$ cat src/design/v3a_pkg.sv
// ----------------------------------------------------------------------------
// v3a_pkg : shared types and constants for the fixed-point vector unit
// payload beats, per-stage carry data and the square root / divide cell state
// ----------------------------------------------------------------------------
package v3a_pkg;

   localparam int SQRT_STEPS = 32;   // one root bit per cell
   localparam int DIV_STEPS  = 18;   // quotient bits of a normalized component
   localparam int NUM_W      = 50;   // (|a| << 17) + magnitude
   localparam int REM_W      = 34;
   localparam int DEN_W      = 33;   // 2 * magnitude

   localparam logic [2:0] OP_SCALE  = 3'd0;
   localparam logic [2:0] OP_ADD    = 3'd1;
   localparam logic [2:0] OP_SUB    = 3'd2;
   localparam logic [2:0] OP_CROSS  = 3'd3;
   localparam logic [2:0] OP_LENGTH = 3'd4;
   localparam logic [2:0] OP_NORM   = 3'd5;

   typedef struct packed {
      logic [2:0]         op;
      logic signed [31:0] a_x;
      logic signed [31:0] a_y;
      logic signed [31:0] a_z;
      logic signed [31:0] b_x;
      logic signed [31:0] b_y;
      logic signed [31:0] b_z;
      logic signed [31:0] scale_factor;
   } req_type;

   typedef struct packed {
      logic signed [31:0] res_x;
      logic signed [31:0] res_y;
      logic signed [31:0] res_z;
      logic [31:0]        magnitude;
      logic               overflow;
      logic               zero_length;
   } rsp_type;

   // data that rides along the cell chains
   typedef struct packed {
      logic [2:0]        op;
      logic [2:0][31:0]  res;
      logic [31:0]       mag;
      logic              ov;
      logic              zl;
      logic [2:0]        neg;
      logic [2:0][31:0]  absa;
   } side_type;

   typedef struct packed {
      logic [31:0]      root;
      logic [REM_W-1:0] rem;
      logic [63:0]      srest;
   } sqrt_type;

   typedef struct packed {
      logic [DEN_W-1:0]                den;
      logic [2:0][REM_W-1:0]           rem;
      logic [2:0][NUM_W-1:0]           num;
      logic [2:0][DIV_STEPS-1:0]       quo;
   } div_type;

endpackage

$ cat src/design/v3a_div_cell.sv
// ----------------------------------------------------------------------------
// v3a_div_cell : one restoring divide step on three lanes
// shifts in one dividend bit per lane and decides one quotient bit
// ----------------------------------------------------------------------------
module v3a_div_cell (
   input  logic              clock,
   input  logic              reset,
   input  logic              en,
   input  logic              up_valid,
   input  v3a_pkg::div_type  up_dv,
   input  v3a_pkg::side_type up_side,
   output logic              dn_valid,
   output v3a_pkg::div_type  dn_dv,
   output v3a_pkg::side_type dn_side
);
   import v3a_pkg::*;

   logic       valid_ff;
   div_type    dv_ff, dv_in;
   side_type   side_ff;
   logic [REM_W-1:0] part [3];

   always_comb begin
      dv_in.den = up_dv.den;
      for (int i = 0; i < 3; i++) begin
         part[i] = {up_dv.rem[i][REM_W-2:0], up_dv.num[i][NUM_W-1]};
         dv_in.num[i] = {up_dv.num[i][NUM_W-2:0], 1'b0};
         if (part[i] >= {1'b0, up_dv.den}) begin
            dv_in.rem[i] = part[i] - {1'b0, up_dv.den};
            dv_in.quo[i] = {up_dv.quo[i][DIV_STEPS-2:0], 1'b1};
         end else begin
            dv_in.rem[i] = part[i];
            dv_in.quo[i] = {up_dv.quo[i][DIV_STEPS-2:0], 1'b0};
         end
      end
   end

   always_ff @(posedge clock) begin
      if (reset) begin
         valid_ff <= 1'b0;
      end else if (en) begin
         valid_ff <= up_valid;
      end
      if (en) begin
         dv_ff   <= dv_in;
         side_ff <= up_side;
      end
   end

   assign dn_valid = valid_ff;
   assign dn_dv    = dv_ff;
   assign dn_side  = side_ff;

endmodule

$ cat config.mk
export PLATFORM = sky130hd
export DESIGN_NAME = v3a_div_cell
export DESIGN_NICKNAME = d
export VERILOG_FILES = /design/src/design/v3a_pkg.sv /design/src/design/v3a_div_cell.sv
export SDC_FILE = /design/constraint.sdc
export NUM_CORES = 1
export LEC_CHECK = 0
export BUFFER_PORTS_ARGS = -buffer_cell sky130_fd_sc_hd__clkbuf_2
export CORE_AREA = 2 2 451 453
export DETAILED_ROUTE_END_ITERATION = 7
export DIE_AREA = 0 0 453 455
export SETUP_SLACK_MARGIN = 0.3
export SLEW_MARGIN = 20
export SYNTH_ARGS = -nofsm -noshare
export SYNTH_HDL_FRONTEND = slang
export SYNTH_SLANG_ARGS = --single-unit
$ cat constraint.sdc
create_clock -name clock -period 5.65 [get_ports clock]
set_input_delay 1.695 -clock clock [delete_from_list [all_inputs] [get_ports clock]]
set_output_delay 1.695 -clock clock [all_outputs]
set_load 0.05 [all_outputs]
==> summary.md <==
| Metric | Value |
|---|---|
| Via/cell ratio | `approximately 3.6` |
| PD cells | `368 mW/mm²` |
| Post-synth EDFFs | `568` |
| Final Skew | `0 ns` |
| Root buffer cell | `clkbuf_16` |
| Synth warn | `0` |
| Global Route Usage Sum | `between 10% and 20%` |
| Final setup viols | `0` |
| PortBufs | `about 1,100` |
| Core area | `0.201 mm²` |
| P_leak | `between 15 and 20 nW` |
| DR WL/cell | `~31 µm` |
| Initial Utilization | `around an eighth` |
| TritonRoute pass-1 iters | `7` |
| Uppermost layer routed | `met5` |
| Flops & latches, synth | `about 570` |
| CTS tree | `yes` |
| Rel. slew slack | `around 41%` |
| WL final | `about 180 mm` |
| Total gr overflow | `0` |
| MaxCap Viol Count | `0` |
| Ys flop type | `edfxtp_1` |
| Met2 WL | `101 mm` |
| Number of setup buffers added after CTS | `0` |
| I/O pins | `approximately 1,100` |
| Cts repair resizes | `0` |
| Period minus WS final | `4.56 ns` |
| Worst r2r path cells | `2` |
| Number of global-route vias before repair | `~19,000` |
| Wl on met1 | `approximately 48 mm` |
| Synthesized instance count | `about 1,700` |
| Post-synth top area cell | `edfxtp_1` |
| Setup slack, reg-to-reg | `5.06 ns` |
| FFs w/ async S/R, synth | `0%` |
| Post-synthesis sequential area ratio | `between 70 and 80%` |
| Critical Path Source Type | `input port` |
| DP Wirelength | `154 mm` |
| Met3 wire len | `13.8 mm` |
| Setup crit end | `dn_dv[234]` |
| RR Startpoint | `dn_valid` |
| Clk_lat worst skew | `roughly 0.68 ns` |
| End of the worst register-to-register path | `dn_valid` |
| Clock sink count | `about 570` |
| Clk pin slew, worst setup/hold paths | `about 0.070 ns` |
| Final Cycle Share | `80.6%` |
| RSZ-0062 raised after global routing | `false` |
| Post-Syn Area | `0.0242 mm²` |
| Chip width | `between 400 and 500 µm` |
| Std-Cell Rows | `~170` |
| Remaining DRCs | `0` |
| Worst Tran Pin Value | `~0.86 ns` |
| CTS Hold Bufs | `0` |
| Required time of the worst setup path | `just over 6 ns` |
| Synth top area share | `slightly above 70%` |
| Hold Crit Class | `register to register` |
| Share of cells above drive strength 1 | `around 46%` |
| GPL Wtd Cong | `between 0.9 and 1` |
| Setup TNS | `0 ns` |
| Synth unique cells | `between 70 and 80` |
| Die Ht | `approximately 460 µm` |
| Slew Viols, Final | `0` |
| Die area | `0.206 mm²` |
| DRT antenna net count | `0` |
| Crit Path Max Fanout | `6` |
| Status | `completed` |
| # nets final | `around 3,600` |
| Post-Syn Area per Cell | `between 10 and 15 µm²` |
| Arrival time worst endpoint | `~5.0 ns` |
| Area contributors post-synth | `edfxtp_1 (71%), ha_1 (5.1%), a21oi_1 (2.5%), o21ai_0 (2.1%), a21o_1 (2.0%)` |
| Peak VDD IR | `a little over 0.2 mV` |
| CTS Buf Count | `72` |
| Syn-to-layout area delta | `49.1%` |
| Crit Path Category | `input port to register` |
| Core Util, Final | `between 10% and 20%` |
| DRT iter0 DRCs | `around 1,900` |
| Htree depth | `3` |
| Bufs on Longest Clock Path | `3` |
| Final Hold Vio Count | `0` |
| Via count | `around 20,000` |
| Crit path launch | `up_dv[307]` |
| Largest net degree at the start of global routing | `116` |
| CP endpoint kind | `register` |
| Initial antenna violation count | `between 150 and 200` |
| Max Clk Rate | `219 MHz` |
| First-pass GRT wire length | `210 mm` |
[per-stage QoR]
step	hold slack (ns)	area (µm²)	worst slack [ns]	cells	power, mW
2_1_floorplan	0.733	24200	1.13	1666	7.38
3_3_place_gp	0.483	33700	0.431	5493	8.78
3_5_place_dp	0.494	33700	0.383	5493	8.79
4_1_cts	0.508	36000	1.15	5624	13.5
5_1_grt	0.543	36000	0.973	5650	13.8
6_report	0.507	36100	1.09	5660	13.3
[how the worst min path moves through the flow]
| stage | endpoint | from | cells after the start | slack [ns] |
|---|---|---|---|---|
| after floorplan | dn_valid | dn_valid | 2 | 0.73 |
| after global placement | dn_valid | dn_valid | 2 | 0.48 |
| after detailed placement | dn_valid | dn_valid | 2 | 0.49 |
| after CTS | dn_valid | dn_valid | 2 | 0.51 |
| after global routing | dn_valid | dn_valid | 2 | 0.54 |
| final | dn_valid | dn_valid | 2 | 0.51 |
[cells in the final DEF (no fill, tap or decap), types with 6 or more instances in the layout]
| cell type | synthesis | final |
|---|---|---|
| mux2_2 | 17 | 17 |
| o21ai_0 | 101 | 101 |
| nand2b_1 | 6 | 6 |
| clkinv_1 | 0 | 13 |
| a21oi_1 | 122 | 122 |
| nand2_1 | 117 | 117 |
| nor3_1 | 16 | 16 |
| or3_1 | 6 | 6 |
| xnor2_1 | 38 | 38 |
| diode_2 | 0 | 36 |
| nor2b_1 | 10 | 10 |
| ha_1 | 99 | 99 |
| o21a_1 | 16 | 16 |
| clkbuf_2 | 0 | 1136 |
| clkinv_4 | 0 | 7 |
| edfxtp_1 | 568 | 568 |
| a311oi_1 | 7 | 7 |
| nor2_1 | 78 | 78 |
| buf_4 | 7 | 60 |
| o211ai_1 | 6 | 6 |
| clkinv_2 | 0 | 9 |
| inv_1 | 74 | 74 |
| buf_12 | 0 | 10 |
| and3_1 | 18 | 18 |
| o21bai_1 | 22 | 22 |
| a21o_1 | 65 | 65 |
| o31ai_1 | 9 | 9 |
| nand4_1 | 25 | 25 |
| a211oi_1 | 14 | 13 |
| mux2i_1 | 6 | 6 |
| a31oi_1 | 7 | 7 |
| clkbuf_16 | 0 | 72 |
| xor2_1 | 36 | 36 |
| nor4_1 | 10 | 10 |
| and2_1 | 7 | 7 |
| clkbuf_1 | 35 | 12 |
| nand3_1 | 27 | 27 |
[critical path, stage by stage]
cell and delay, ns:
clkbuf_2 0.09, inv_1 0.33, fa_1 0.32, a211oi_1 0.11, o21a_1 0.22, o31ai_1 0.48
a21o_1 0.43, o211ai_1 0.25, buf_4 0.20, o41ai_1 0.44, xor2_1 0.13, mux2_2 0.28
[state kept, by name, summed over array words and instances (netlist names)]
signal	flops
dn_side	232
dn_dv	336
dn_valid	1
[Yosys cell counts (6+ instances only)]
library cell	number
a211oi_1	14
buf_4	7
nand2_1	117
o21bai_1	22
mux2_2	17
a21oi_1	122
nor2_1	78
buf_2	10
o21ai_0	101
and2_1	7
nor3_1	16
nand3_1	27
nor4_1	10
mux2i_1	6
xor2_1	36
nand2b_1	6
a21o_1	65
edfxtp_1	568
nor2b_1	10
o211ai_1	6
o21a_1	16
o31ai_1	9
a311oi_1	7
a31oi_1	7
and3_1	18
inv_1	74
ha_1	99
or3_1	6
clkbuf_1	35
nand4_1	25
xnor2_1	38
[power breakdown]
part	leakage, nW	internal, mW	switching, mW
clock network	1.11	2.57	2.04
logic	8.45	0.785	2.61
registers	5.57	5.12	0.150
[cell families after synthesis]
logic type / synth area share [%]
flip-flops: 70.6
AO/OA/AOI/OAI: 11.3
AND/OR/NAND/NOR: 6.83
buffers and inverters: 2.15
adder cells (fa/ha/maj): 5.37
XOR/XNOR: 2.68
multiplexers: 1.04
other: 0.0155
[routing by layer]
layer	vias up	GRT usage, %
li1	8899	-
met1	9814	12.9
met2	1104	33.2
met3	517	5.27
met4	52	9.23
met5	-	0
[final cells by class]
cell class,instances,area (µm²)
Timing Repair Buffer,1207,6350
Fill cell,22195,165000
Clock inverter,47,462
Multi-Input combinational cell,969,6600
Sequential cell,569,17100
Clock buffer,84,1850
Tap cell,2672,3340
Inverter,76,285
Antenna cell,36,90.1
No activity file was read; power rests on OpenSTA's default activity.
