`src/design/v3a_pkg.sv`:
```
// ----------------------------------------------------------------------------
// v3a_pkg : shared types and constants for the fixed-point vector unit
// payload beats, per-stage carry data and the square root / divide cell state
// ----------------------------------------------------------------------------
package v3a_pkg;

   localparam int SQRT_STEPS = 32;   // one root bit per cell
   localparam int DIV_STEPS  = 18;   // quotient bits of a normalized component
   localparam int NUM_W      = 50;   // (|a| << 17) + magnitude
   localparam int REM_W      = 34;
   localparam int DEN_W      = 33;   // 2 * magnitude

   localparam logic [2:0] OP_SCALE  = 3'd0;
   localparam logic [2:0] OP_ADD    = 3'd1;
   localparam logic [2:0] OP_SUB    = 3'd2;
   localparam logic [2:0] OP_CROSS  = 3'd3;
   localparam logic [2:0] OP_LENGTH = 3'd4;
   localparam logic [2:0] OP_NORM   = 3'd5;

   typedef struct packed {
      logic [2:0]         op;
      logic signed [31:0] a_x;
      logic signed [31:0] a_y;
      logic signed [31:0] a_z;
      logic signed [31:0] b_x;
      logic signed [31:0] b_y;
      logic signed [31:0] b_z;
      logic signed [31:0] scale_factor;
   } req_type;

   typedef struct packed {
      logic signed [31:0] res_x;
      logic signed [31:0] res_y;
      logic signed [31:0] res_z;
      logic [31:0]        magnitude;
      logic               overflow;
      logic               zero_length;
   } rsp_type;

   // data that rides along the cell chains
   typedef struct packed {
      logic [2:0]        op;
      logic [2:0][31:0]  res;
      logic [31:0]       mag;
      logic              ov;
      logic              zl;
      logic [2:0]        neg;
      logic [2:0][31:0]  absa;
   } side_type;

   typedef struct packed {
      logic [31:0]      root;
      logic [REM_W-1:0] rem;
      logic [63:0]      srest;
   } sqrt_type;

   typedef struct packed {
      logic [DEN_W-1:0]                den;
      logic [2:0][REM_W-1:0]           rem;
      logic [2:0][NUM_W-1:0]           num;
      logic [2:0][DIV_STEPS-1:0]       quo;
   } div_type;

endpackage

```
`src/design/v3a_sqrt_cell.sv`:
```
// ----------------------------------------------------------------------------
// v3a_sqrt_cell : one restoring square root step
// brings down two radicand bits and decides one root bit
// ----------------------------------------------------------------------------
module v3a_sqrt_cell (
   input  logic              clock,
   input  logic              reset,
   input  logic              en,
   input  logic              up_valid,
   input  v3a_pkg::sqrt_type up_sq,
   input  v3a_pkg::side_type up_side,
   output logic              dn_valid,
   output v3a_pkg::sqrt_type dn_sq,
   output v3a_pkg::side_type dn_side
);
   import v3a_pkg::*;

   logic       valid_ff;
   sqrt_type   sq_ff, sq_in;
   side_type   side_ff;
   logic [REM_W+1:0] shifted, trial, diff;

   always_comb begin
      shifted = {up_sq.rem, up_sq.srest[63:62]};
      trial   = {2'b00, up_sq.root, 2'b01};
      diff    = shifted - trial;
      sq_in.srest = {up_sq.srest[61:0], 2'b00};
      if (shifted >= trial) begin
         sq_in.rem  = diff[REM_W-1:0];
         sq_in.root = {up_sq.root[30:0], 1'b1};
      end else begin
         sq_in.rem  = shifted[REM_W-1:0];
         sq_in.root = {up_sq.root[30:0], 1'b0};
      end
   end

   always_ff @(posedge clock) begin
      if (reset) begin
         valid_ff <= 1'b0;
      end else if (en) begin
         valid_ff <= up_valid;
      end
      if (en) begin
         sq_ff   <= sq_in;
         side_ff <= up_side;
      end
   end

   assign dn_valid = valid_ff;
   assign dn_sq    = sq_ff;
   assign dn_side  = side_ff;

endmodule

```
`config.mk`:
```
export PLATFORM = sky130hd
export DESIGN_NAME = v3a_sqrt_cell
export DESIGN_NICKNAME = d
export VERILOG_FILES = /design/src/design/v3a_pkg.sv /design/src/design/v3a_sqrt_cell.sv
export SDC_FILE = /design/constraint.sdc
export NUM_CORES = 1
export LEC_CHECK = 0
export BUFFER_PORTS_ARGS = -buffer_cell sky130_fd_sc_hd__buf_2
export CELL_PAD_IN_SITES_DETAIL_PLACEMENT = 0
export CELL_PAD_IN_SITES_GLOBAL_PLACEMENT = 1
export CORE_AREA = 2 2 282 284
export DETAILED_ROUTE_END_ITERATION = 7
export DIE_AREA = 0 0 284 286
export PLACE_DENSITY = 0.54
export RECOVER_POWER = 50
export SLEW_MARGIN = 30
export SYNTH_ARGS = -nofsm -noshare
export SYNTH_HDL_FRONTEND = slang
export SYNTH_SLANG_ARGS = --single-unit
export TNS_END_PERCENT = 1
```
`constraint.sdc`:
```
create_clock -name clock -period 4.8 [get_ports clock]
set_clock_uncertainty 0.05 [all_clocks]
set_input_delay 0.96 -clock clock [delete_from_list [all_inputs] [get_ports clock]]
set_output_delay 0.96 -clock clock [all_outputs]
set_load 0.02 [all_outputs]
```
==> summary.md, run 1 <==
| Metric | Value |
|---|---|
| WP buf/inv | 2 |
| Sum Neg Setup Slack | 0 ps |
| Most used routing layer | met2 |
| GR Util met2 | 0.237 |
| Worst r2r src | dn_valid$_SDFFE_PP0P_ |
| Peak supply drop | roughly 230 uV |
| Peak Freq | between 0.2 and 0.3 GHz |
| Main area contributors after synthesis | edfxtp_1 (81%), ha_1 (3.2%), mux2_4 (2.9%) |
| Clk buf depth | 3 |
| Setup Viol. Count Final | 0 |
| CTS Buf Count | between 40 and 50 |
| Worst relative slew slack | -0.516 |
| Area Overhead vs Synth | 48.4% |
| Ys async rst share | 0 |
| Post-Synthesis Cells | about 700 |
| Fin worst setup slack | roughly 1100 ps |
| Arrival time worst endpoint | 3840 ps |
| CTS Hold Bufs | 0 |
| Placer Congestion | just over 0.9 |
| Met1 usage | 0.151 |
| Tot Pwr | around 8.7 mW |
| Post-synth top area share | 0.809 |
| Number of enable flip-flop cells after synthesis | 360 |
| Complex-gate fraction of the synthesized area | 0.0512 |
| PD cells | around 440 nW/um^2 |
| Postcts setup bufs | 0 |
| CP startpoint | en |
| Post-synth top flop | edfxtp_1 |
| Largest delay share family, worst path | buffers and inverters |
| Unique masters post-synth | 60 |
| DR WL/cell | roughly 24 um |
| Final std cells w/o fill | 2576 |
| Failing checks | capacitance limit, slew limit |
| Vias in the first global route | about 9900 |
| CTS root buf | clkbuf_16 |
| Finished Core Util | 0.253 |
| Resize count post-CTS | 0 |
| CTS sink count | 361 |
| Initial antenna violation count | 69 |
| Clock-pin slew on the worst setup and hold paths | roughly 60 ps |
| Syn avg cell area | 19.0 sq um |
| Period utilization | 0.777 |
| Min-delay worst type | register to register |
| Synthesized area | about 13000 sq um |
| Total I/O pin count | roughly 730 |
| GRT overflow | 0 |
| Global routing met3 resource utilization | 0.0927 |
| Post-Synth Simple-Gate Area | 0.0361 |
| Final hold violations | 0 |
| DP Cell Count | between 2000 and 2500 |
| Net count, final | 1878 |
| DR DRC count | 0 |
| Crit path cell chain | clkbuf_2, clkbuf_1 |
| Most frequent cells in the layout | buf_2 (686), edfxtp_1 (360), clkbuf_1 (49) |
| DRT Pass-1 Iters | 4 |
| DR iter-0 viols | around 440 |
| Adder-Cell Fraction of Synth Area | 0.0318 |
| Pins Over Slew Limit | 107 |
| Post-route ant nets | 0 |
| Leakage | approximately 8.3 nW |
| Total GRT Usage | 0.146 |
| First-pass GRT wire length | just over 80000 um |
| Total number of vias | 9629 |
| Seq/Total Area, Yosys | 0.810 |
| Vias/cell | between 3 and 4 |
| Most common cell after layout, fill and taps aside | buf_2 |
| RSZ-0062 raised after global routing | no |
| Status | finished with violations |
| Maxcap violations | 2 |
| CP max FO | between 70 and 80 |
| Place WS | around 520 ps |
| Worst setup SP type | input pin |
| Post-synth top area cell | edfxtp_1 |
| Worst path required time | around 4900 ps |
| Warnings from Yosys | 0 |
| Seq cells post-synth | approximately 360 |
| HP Start | dn_valid$_SDFFE_PP0P_ |
| H-tree depth | 2 |
| DIE WIDTH | ~280 um |
| DP HPWL | between 50000 and 60000 um |
| Main combinational cell family by area after synthesis | compound AO/OA/AOI/OAI gates |
| Full die area | 81200 sq um |
| CP Class | input pin to register |
| Post-synthesis mux area share | 0.0339 |
| Final WL | around 62000 um |
| Buffers on Ports | ~730 |
| Die H | between 200 and 300 um |
| Worst-Margin Slew | between 2000 and 2500 ps |
| Layout cells sized above 1 | 0.527 |
| Slowest cell on crit path | clkbuf_2 |
| CP endpoint kind | register |
| Final min period | around 3700 ps |
| Initial core utilization | 0.171 |
| Clk_lat worst skew | around 580 ps |
| Post-synthesis xor/xnor area fraction | 0.0183 |
| # rows | between 100 and 150 |
| Crit path largest cell delay | roughly 1500 ps |
| CTS tree | yes |
| Core ar. | ~78000 sq um |
| Largest net degree at the start of global routing | 87 |
-- worst paths after layout --
kind,to,slack (ps),cells past startpoint
worst max-delay path,dn_sq[79]$_DFFE_PP_,1070,2
worst min-delay path,dn_valid$_SDFFE_PP0P_,450,2
worst max register to register,dn_valid$_SDFFE_PP0P_,4170,2
worst min register to register,dn_valid$_SDFFE_PP0P_,450,2
-- stage by stage --
step | hold slack (ps) | area [sq um]
2_1_floorplan | 529 | 13400
3_3_place_gp | 436 | 18400
3_5_place_dp | 432 | 18400
4_1_cts | 456 | 19900
5_1_grt | 459 | 19800
6_report | 449 | 19800
-- cells in the mapped netlist, types with 2 or more instances --
| cell type | count |
|---|---|
| inv_1 | 42 |
| clkbuf_1 | 3 |
| a221o_1 | 2 |
| nor3b_1 | 2 |
| o21bai_1 | 7 |
| xor2_1 | 11 |
| a211oi_1 | 3 |
| a31oi_1 | 2 |
| and4_1 | 2 |
| nor3_1 | 4 |
| mux2_4 | 26 |
| edfxtp_1 | 360 |
| xnor2_1 | 17 |
| nand3_1 | 11 |
| nand2_1 | 24 |
| a21o_1 | 11 |
| o31ai_1 | 5 |
| or3_1 | 4 |
| mux2i_1 | 4 |
| nor2_1 | 19 |
| nor4_1 | 2 |
| and3_1 | 3 |
| ha_1 | 34 |
| nand4_1 | 5 |
| and2_1 | 5 |
| o211ai_1 | 2 |
| o21ai_1 | 5 |
| nor2b_1 | 5 |
| o21ai_0 | 10 |
| or2_2 | 2 |
| o21a_1 | 9 |
| buf_6 | 4 |
| a21oi_1 | 31 |
| buf_4 | 3 |
-- power by group --
group	internal, mW	leakage (nW)	switching (mW)
combinational	0.471	4.09	0.870
sequential	3.79	3.53	0.0805
clock	2.05	0.718	1.43
total	6.31	8.34	2.38
-- area by class of cell --
class | instances | area, sq um
Clock buffer | 55 | 1180
Timing Repair Buffer | 735 | 3690
Multi-Input combinational cell | 291 | 2300
Tap cell | 1050 | 1310
Sequential cell | 361 | 10800
Fill cell | 8325 | 58500
Antenna cell | 13 | 32.5
Inverter | 43 | 161
Clock inverter | 28 | 330
-- sequential cells by signal (all words and copies together) (netlist names) --
| register | flops |
|---|---|
| dn_side | 232 |
| dn_sq | 128 |
| dn_valid | 1 |
-- logic make-up (layout without fill, tap and decap cells) --
| group | count (synthesis) | after routing |
|---|---|---|
| adders and majority gates | 34 | 34 |
| buffers and inverters | 54 | 861 |
| DFF | 361 | 361 |
| other | 1 | 15 |
| AOI/OAI and AO/OA | 101 | 101 |
| muxes | 32 | 32 |
| and+or+nand+nor | 94 | 94 |
| xor gates and xnor gates | 28 | 28 |
-- metal layers --
metal	wire, um	part of all wire	up-vias
met5	258	0.0041	-
met4	2070	0.033	38
met3	8740	0.14	151
met2	29600	0.48	511
met1	21500	0.35	4634
li1	-	-	4295
(Power assumes the default switching activity.)
==> inputs of run 2 (changes only) <==
==> constraint.sdc (replaced) <==
create_clock -name clock -period 3.7 [get_ports clock]
set_clock_uncertainty 0.05 [all_clocks]
set_input_delay 0.74 -clock clock [delete_from_list [all_inputs] [get_ports clock]]
set_output_delay 0.74 -clock clock [all_outputs]
set_load 0.02 [all_outputs]
==> summary.md, run 2 (synthesis gave the netlist of run 1 again) <==
| Metric | Value |
|---|---|
| Post-route ant nets | 0 |
| DP HPWL | 52900 um |
| Final WL | slightly above 60000 um |
| Crit path cell chain | clkbuf_2, clkbuf_4 |
| Clock-pin slew on the worst setup and hold paths | ~60 ps |
| Pins Over Slew Limit | 60 |
| Worst path required time | around 3800 ps |
| Largest net degree at the start of global routing | 68 |
| Setup Viol. Count Final | 0 |
| H-tree depth | 2 |
| First-pass GRT wire length | about 83000 um |
| Resize count post-CTS | 0 |
| Postcts setup bufs | 0 |
| CTS tree | yes |
| CTS Hold Bufs | 0 |
| GRT overflow | 0 |
| Vias in the first global route | 10200 |
| Total number of vias | between 9000 and 10000 |
| Worst r2r src | dn_valid$_SDFFE_PP0P_ |
| DR iter-0 viols | 590 |
| Final hold violations | 0 |
| Vias/cell | 3.72 |
| CP startpoint | en |
| Full die area | between 80000 and 90000 sq um |
| Initial core utilization | 0.171 |
| CP endpoint kind | register |
| CTS sink count | 361 |
| Leakage | approximately 8.5 nW |
| Status | finished with violations |
| Placer Congestion | between 0.9 and 1 |
| Area Overhead vs Synth | 50.1% |
| Crit path largest cell delay | 1460 ps |
| HP Start | up_side[35] |
| Max FFs per register | 232 |
| CP max FO | slightly above 60 |
| DIE WIDTH | 284 um |
| Peak supply drop | ~300 uV |
| Slowest cell on crit path | clkbuf_2 |
| # rows | about 100 |
| Hold WS | ~290 ps |
| Arrival time worst endpoint | 3310 ps |
| DR DRC count | 0 |
| Largest delay share family, worst path | buffers and inverters |
| Failing checks | capacitance limit, slew limit |
| Worst-Margin Slew | around 2100 ps |
| Place WS | 12.4 ps |
| Period utilization | 0.856 |
| Total GRT Usage | 0.147 |
| Initial antenna violation count | between 60 and 70 |
| Clk buf depth | 3 |
| Final min period | between 3000 and 4000 ps |
| Sum Neg Setup Slack | 0 ps |
| DRT Pass-1 Iters | 5 |
| Worst relative slew slack | -0.414 |
| Layout cells sized above 1 | 0.534 |
| Net count, final | ~1900 |
| Clk_lat worst skew | ~570 ps |
| Peak Freq | 0.316 GHz |
| WP buf/inv | 2 |
| CP Class | input pin to register |
| CTS Buf Count | 44 |
| DR WL/cell | about 24 um |
| Total I/O pin count | around 730 |
| Most common cell after layout, fill and taps aside | buf_2 |
| Buffers on Ports | 726 |
| RSZ-0062 raised after global routing | no |
| CTS root buf | clkbuf_16 |
| Worst setup SP type | input pin |
| PD cells | 546 nW/um^2 |
| Core ar. | just under 80000 sq um |
| Fill cells | roughly 8300 |
| Min-delay worst type | input pin to register |
| Die H | around 290 um |
| Maxcap violations | 1 |
| Fin worst setup slack | ~530 ps |
| Most frequent cells in the layout | buf_2 (684), edfxtp_1 (360), clkbuf_1 (53) |
run 2: layout make-up:
| type | count | area (sq um) | area share |
|---|---|---|---|
| sequential | 361 | 10800 | 0.540 |
| timing repair buffer | 780 | 4030 | 0.201 |
| multi-input combinational | 291 | 2300 | 0.115 |
| tap | 1050 | 1310 | 0.0655 |
| clock buffer | 51 | 1130 | 0.0562 |
| clock inverter | 29 | 262 | 0.0130 |
| inverter | 43 | 161 | 0.00804 |
| antenna | 17 | 42.5 | 0.00212 |
run 2: final timing paths:
| path | to | slack (ps) | cells after the start |
|---|---|---|---|
| worst max register to register | dn_valid$_SDFFE_PP0P_ | 3050 | 2 |
| worst max-delay path | dn_side[104]$_DFFE_PP_ | 530 | 2 |
| worst min register to register | dn_valid$_SDFFE_PP0P_ | 470 | 2 |
| worst min-delay path | dn_side[35]$_DFFE_PP_ | 290 | 1 |
run 2: report_power, final:
| group | total (mW) | internal, mW | switching [mW] | leakage, nW |
|---|---|---|---|---|
| combinational | 1.78 | 0.660 | 1.12 | 4.29 |
| sequential | 5.03 | 4.92 | 0.108 | 3.53 |
| clock | 4.15 | 2.41 | 1.75 | 0.663 |
run 2: per-stage QoR:
step                 util  power, mW  cells  instance area, sq um
floorplan               -       5.97    706                 13400
global placement    0.239       6.92   2525                 18700
detailed placement  0.239       6.93   2525                 18700
CTS                 0.257       11.2   2605                 20100
global route        0.256       11.4   2618                 20100
finish              0.256       11.0   2622                 20100
run 2: per-layer routing:
metal | vias up | GRT usage | part of all wire
met5 | - | 0 | 0.0036
met4 | 34 | 0.0545 | 0.030
met3 | 145 | 0.0939 | 0.14
met2 | 484 | 0.240 | 0.48
met1 | 4693 | 0.151 | 0.34
li1 | 4387 | - | -
==> inputs of run 3 (changes only) <==
--- a/config.mk
+++ b/config.mk
@@ -5,13 +5,14 @@
 export SDC_FILE = /design/constraint.sdc
 export NUM_CORES = 1
 export LEC_CHECK = 0
+export ABC_AREA = 1
 export BUFFER_PORTS_ARGS = -buffer_cell sky130_fd_sc_hd__buf_2
 export CELL_PAD_IN_SITES_DETAIL_PLACEMENT = 0
 export CELL_PAD_IN_SITES_GLOBAL_PLACEMENT = 1
-export CORE_AREA = 2 2 282 284
+export CORE_AREA = 2 2 284 286
 export DETAILED_ROUTE_END_ITERATION = 7
-export DIE_AREA = 0 0 284 286
-export PLACE_DENSITY = 0.54
+export DIE_AREA = 0 0 286 288
+export PLACE_DENSITY = 0.56
 export RECOVER_POWER = 50
 export SLEW_MARGIN = 30
 export SYNTH_ARGS = -nofsm -noshare
==> summary.md, run 3 <==
| Metric | Value |
|---|---|
| Total number of vias | approximately 11000 |
| Placer Congestion | around 0.91 |
| Final hold violations | 0 |
| Top-count cell post-synth | edfxtp_1 |
| Peak Freq | 0.328 GHz |
| CTS Hold Bufs | 0 |
| Post-synth top flop | edfxtp_1 |
| Initial core utilization | 0.175 |
| R2R setup slack | just over 3000 ps |
| DIE WIDTH | roughly 290 um |
| Status | finished with violations |
| DRT Pass-1 Iters | 5 |
| DP HPWL | 62900 um |
| Post-synth top area cell | edfxtp_1 |
| Setup Viol. Count Final | 0 |
| Pins Over Slew Limit | 60 |
| Crit path largest cell delay | between 1000 and 1500 ps |
| Hold Crit Endpoint | dn_valid$_SDFFE_PP0P_ |
| # rows | 104 |
| Total GRT Usage | 0.169 |
| Leakage | a little over 9 nW |
| Vias/cell | approximately 3.7 |
| Main area contributors after synthesis | edfxtp_1 (78%), nand2_1 (7.5%), inv_1 (3.7%) |
| DR DRC count | 0 |
| Most frequent cells after synthesis | edfxtp_1 (360), nand2_1 (278), inv_1 (138) |
| PD cells | roughly 560 nW/um^2 |
| CP endpoint kind | register |
| Core ar. | around 80000 sq um |
| Clock-pin slew on the worst setup and hold paths | 60 ps |
| Final min period | between 3000 and 4000 ps |
| Worst reg2reg endpoint | dn_valid$_SDFFE_PP0P_ |
| Synthesized area | between 10000 and 15000 sq um |
| Min-delay worst type | input pin to register |
| CTS Buf Count | 45 |
| Initial antenna violation count | between 50 and 60 |
| Die H | about 290 um |
| CP max FO | 65 |
| Seq/Total Area, Yosys | 0.777 |
| Full die area | between 80000 and 90000 sq um |
| Worst-Margin Slew | around 1900 ps |
| Warnings from Yosys | 0 |
| WP buf/inv | 2 |
| Cell count of the worst hold path | 2 |
| Arrival time worst endpoint | 3180 ps |
| Sum Neg Setup Slack | 0 ps |
| CP Class | input pin to register |
| Worst relative slew slack | -0.263 |
| Net count, final | approximately 2200 |
| RSZ-0062 raised after global routing | no |
| DR iter-0 viols | about 720 |
| Worst setup SP type | input pin |
| First-pass GRT wire length | about 94000 um |
| Seq cells post-synth | 361 |
| WP depth | 2 |
| Worst reg2reg path depth | 2 |
| Post-synth top area share | 0.775 |
| Period utilization | 0.824 |
| Resize count post-CTS | 0 |
| Maxcap violations | 1 |
| Clk_lat worst skew | 570 ps |
| GRT overflow | 0 |
| CTS root buf | clkbuf_16 |
| Syn avg cell area | 13.9 sq um |
| CTS sink count | around 360 |
| Crit path cell chain | clkbuf_2, clkbuf_4 |
| Area Overhead vs Synth | 45.8% |
| Buffers on Ports | between 700 and 800 |
| Vias in the first global route | between 10000 and 15000 |
| Clk buf depth | 3 |
| Largest delay share family, worst path | buffers and inverters |
| DR WL/cell | roughly 25 um |
| H-tree depth | 2 |
| Number of enable flip-flop cells after synthesis | 360 |
| Post-Synthesis Cells | 1006 |
| Most common cell after layout, fill and taps aside | buf_2 |
| Failing checks | capacitance limit, slew limit |
| Peak supply drop | ~290 uV |
| Slowest cell on crit path | clkbuf_2 |
| Postcts setup bufs | 0 |
| Final WL | 73000 um |
| Worst path required time | 3830 ps |
| Ys async rst share | 0 |
| Largest net degree at the start of global routing | between 60 and 70 |
| Max FFs per register | 232 |
| CTS tree | yes |
| Finished Core Util | 0.255 |
| Post-route ant nets | 0 |
| Most frequent cells in the layout | buf_2 (659), edfxtp_1 (360), nand2_1 (278) |
| HP Start | reset |
| Total I/O pin count | around 730 |
| Tot Pwr | 11.3 mW |
| Layout cells sized above 1 | 0.417 |
| Worst r2r src | dn_valid$_SDFFE_PP0P_ |
| Unique masters post-synth | 29 |
==> run 3: cell types whose count changed after synthesis, moves of 8 or more <==
cell     previous run  this run
a21o_1             11         0
inv_1              42       138
mux2_4             26         0
nand2_1            24       278
nand2_2             0        13
nand3_1            11        37
nor2_1             19        44
nor2_2              0         8
o21a_1              9         0
xnor2_1            17         1
==> run 3: logic make-up (layout without fill, tap and decap cells) <==
group,after synthesis,in the layout,synth area share
compound gates,43,43,0.0169
xor+xnor,18,18,0.0113
fa+ha+maj,34,34,0.0305
buf+inv,147,957,0.0432
flops,361,361,0.777
mux,1,1,0.000718
other cells,1,7,0.000269
simple gates,401,401,0.120
==> run 3: metal layers <==
metal,global-route usage,routed length [um],vias to the layer above
li1,-,-,4987
met2,0.281,34400,538
met5,0,122,-
met1,0.189,27500,5094
met4,0.0342,1570,20
met3,0.0958,9400,150
==> run 3: how the worst max path moves through the flow <==
stage	slack [ps]	startpoint	endpoint
final	650	en	dn_side[105]$_DFFE_PP_
after global routing	440	en	dn_sq[42]$_DFFE_PP_
after CTS	870	up_sq[111]	dn_sq[95]$_DFFE_PP_
after detailed placement	250	up_sq[111]	dn_sq[94]$_DFFE_PP_
after global placement	250	up_sq[111]	dn_sq[76]$_DFFE_PP_
after floorplan	1280	up_sq[121]	dn_sq[94]$_DFFE_PP_
==> run 3: stage by stage <==
step / cells / hold slack, ps / setup WS, ps / instance area, sq um
after floorplan: 1007 / 529 / 1280 / 13900
after global placement: 2795 / 427 / 254 / 19000
after detailed placement: 2795 / 438 / 249 / 19000
after CTS: 2877 / 219 / 865 / 20400
after global routing: 2881 / 237 / 445 / 20300
final: 2882 / 272 / 651 / 20300
==> run 3: final cells by class <==
cell class                      count  area (sq um)
Sequential cell                   361         10800
Tap cell                         1060          1330
Clock buffer                       55          1160
Multi-Input combinational cell    499          2510
Clock inverter                     27           313
Antenna cell                        5          12.5
Timing Repair Buffer              736          3640
Inverter                          139           527
Fill cell                        8611         59300
==> run 3: report_power, final <==
part | internal (mW) | switching (mW)
clock | 2.67 | 1.77
combinational | 0.524 | 1.29
sequential | 4.91 | 0.110
total | 8.11 | 3.18
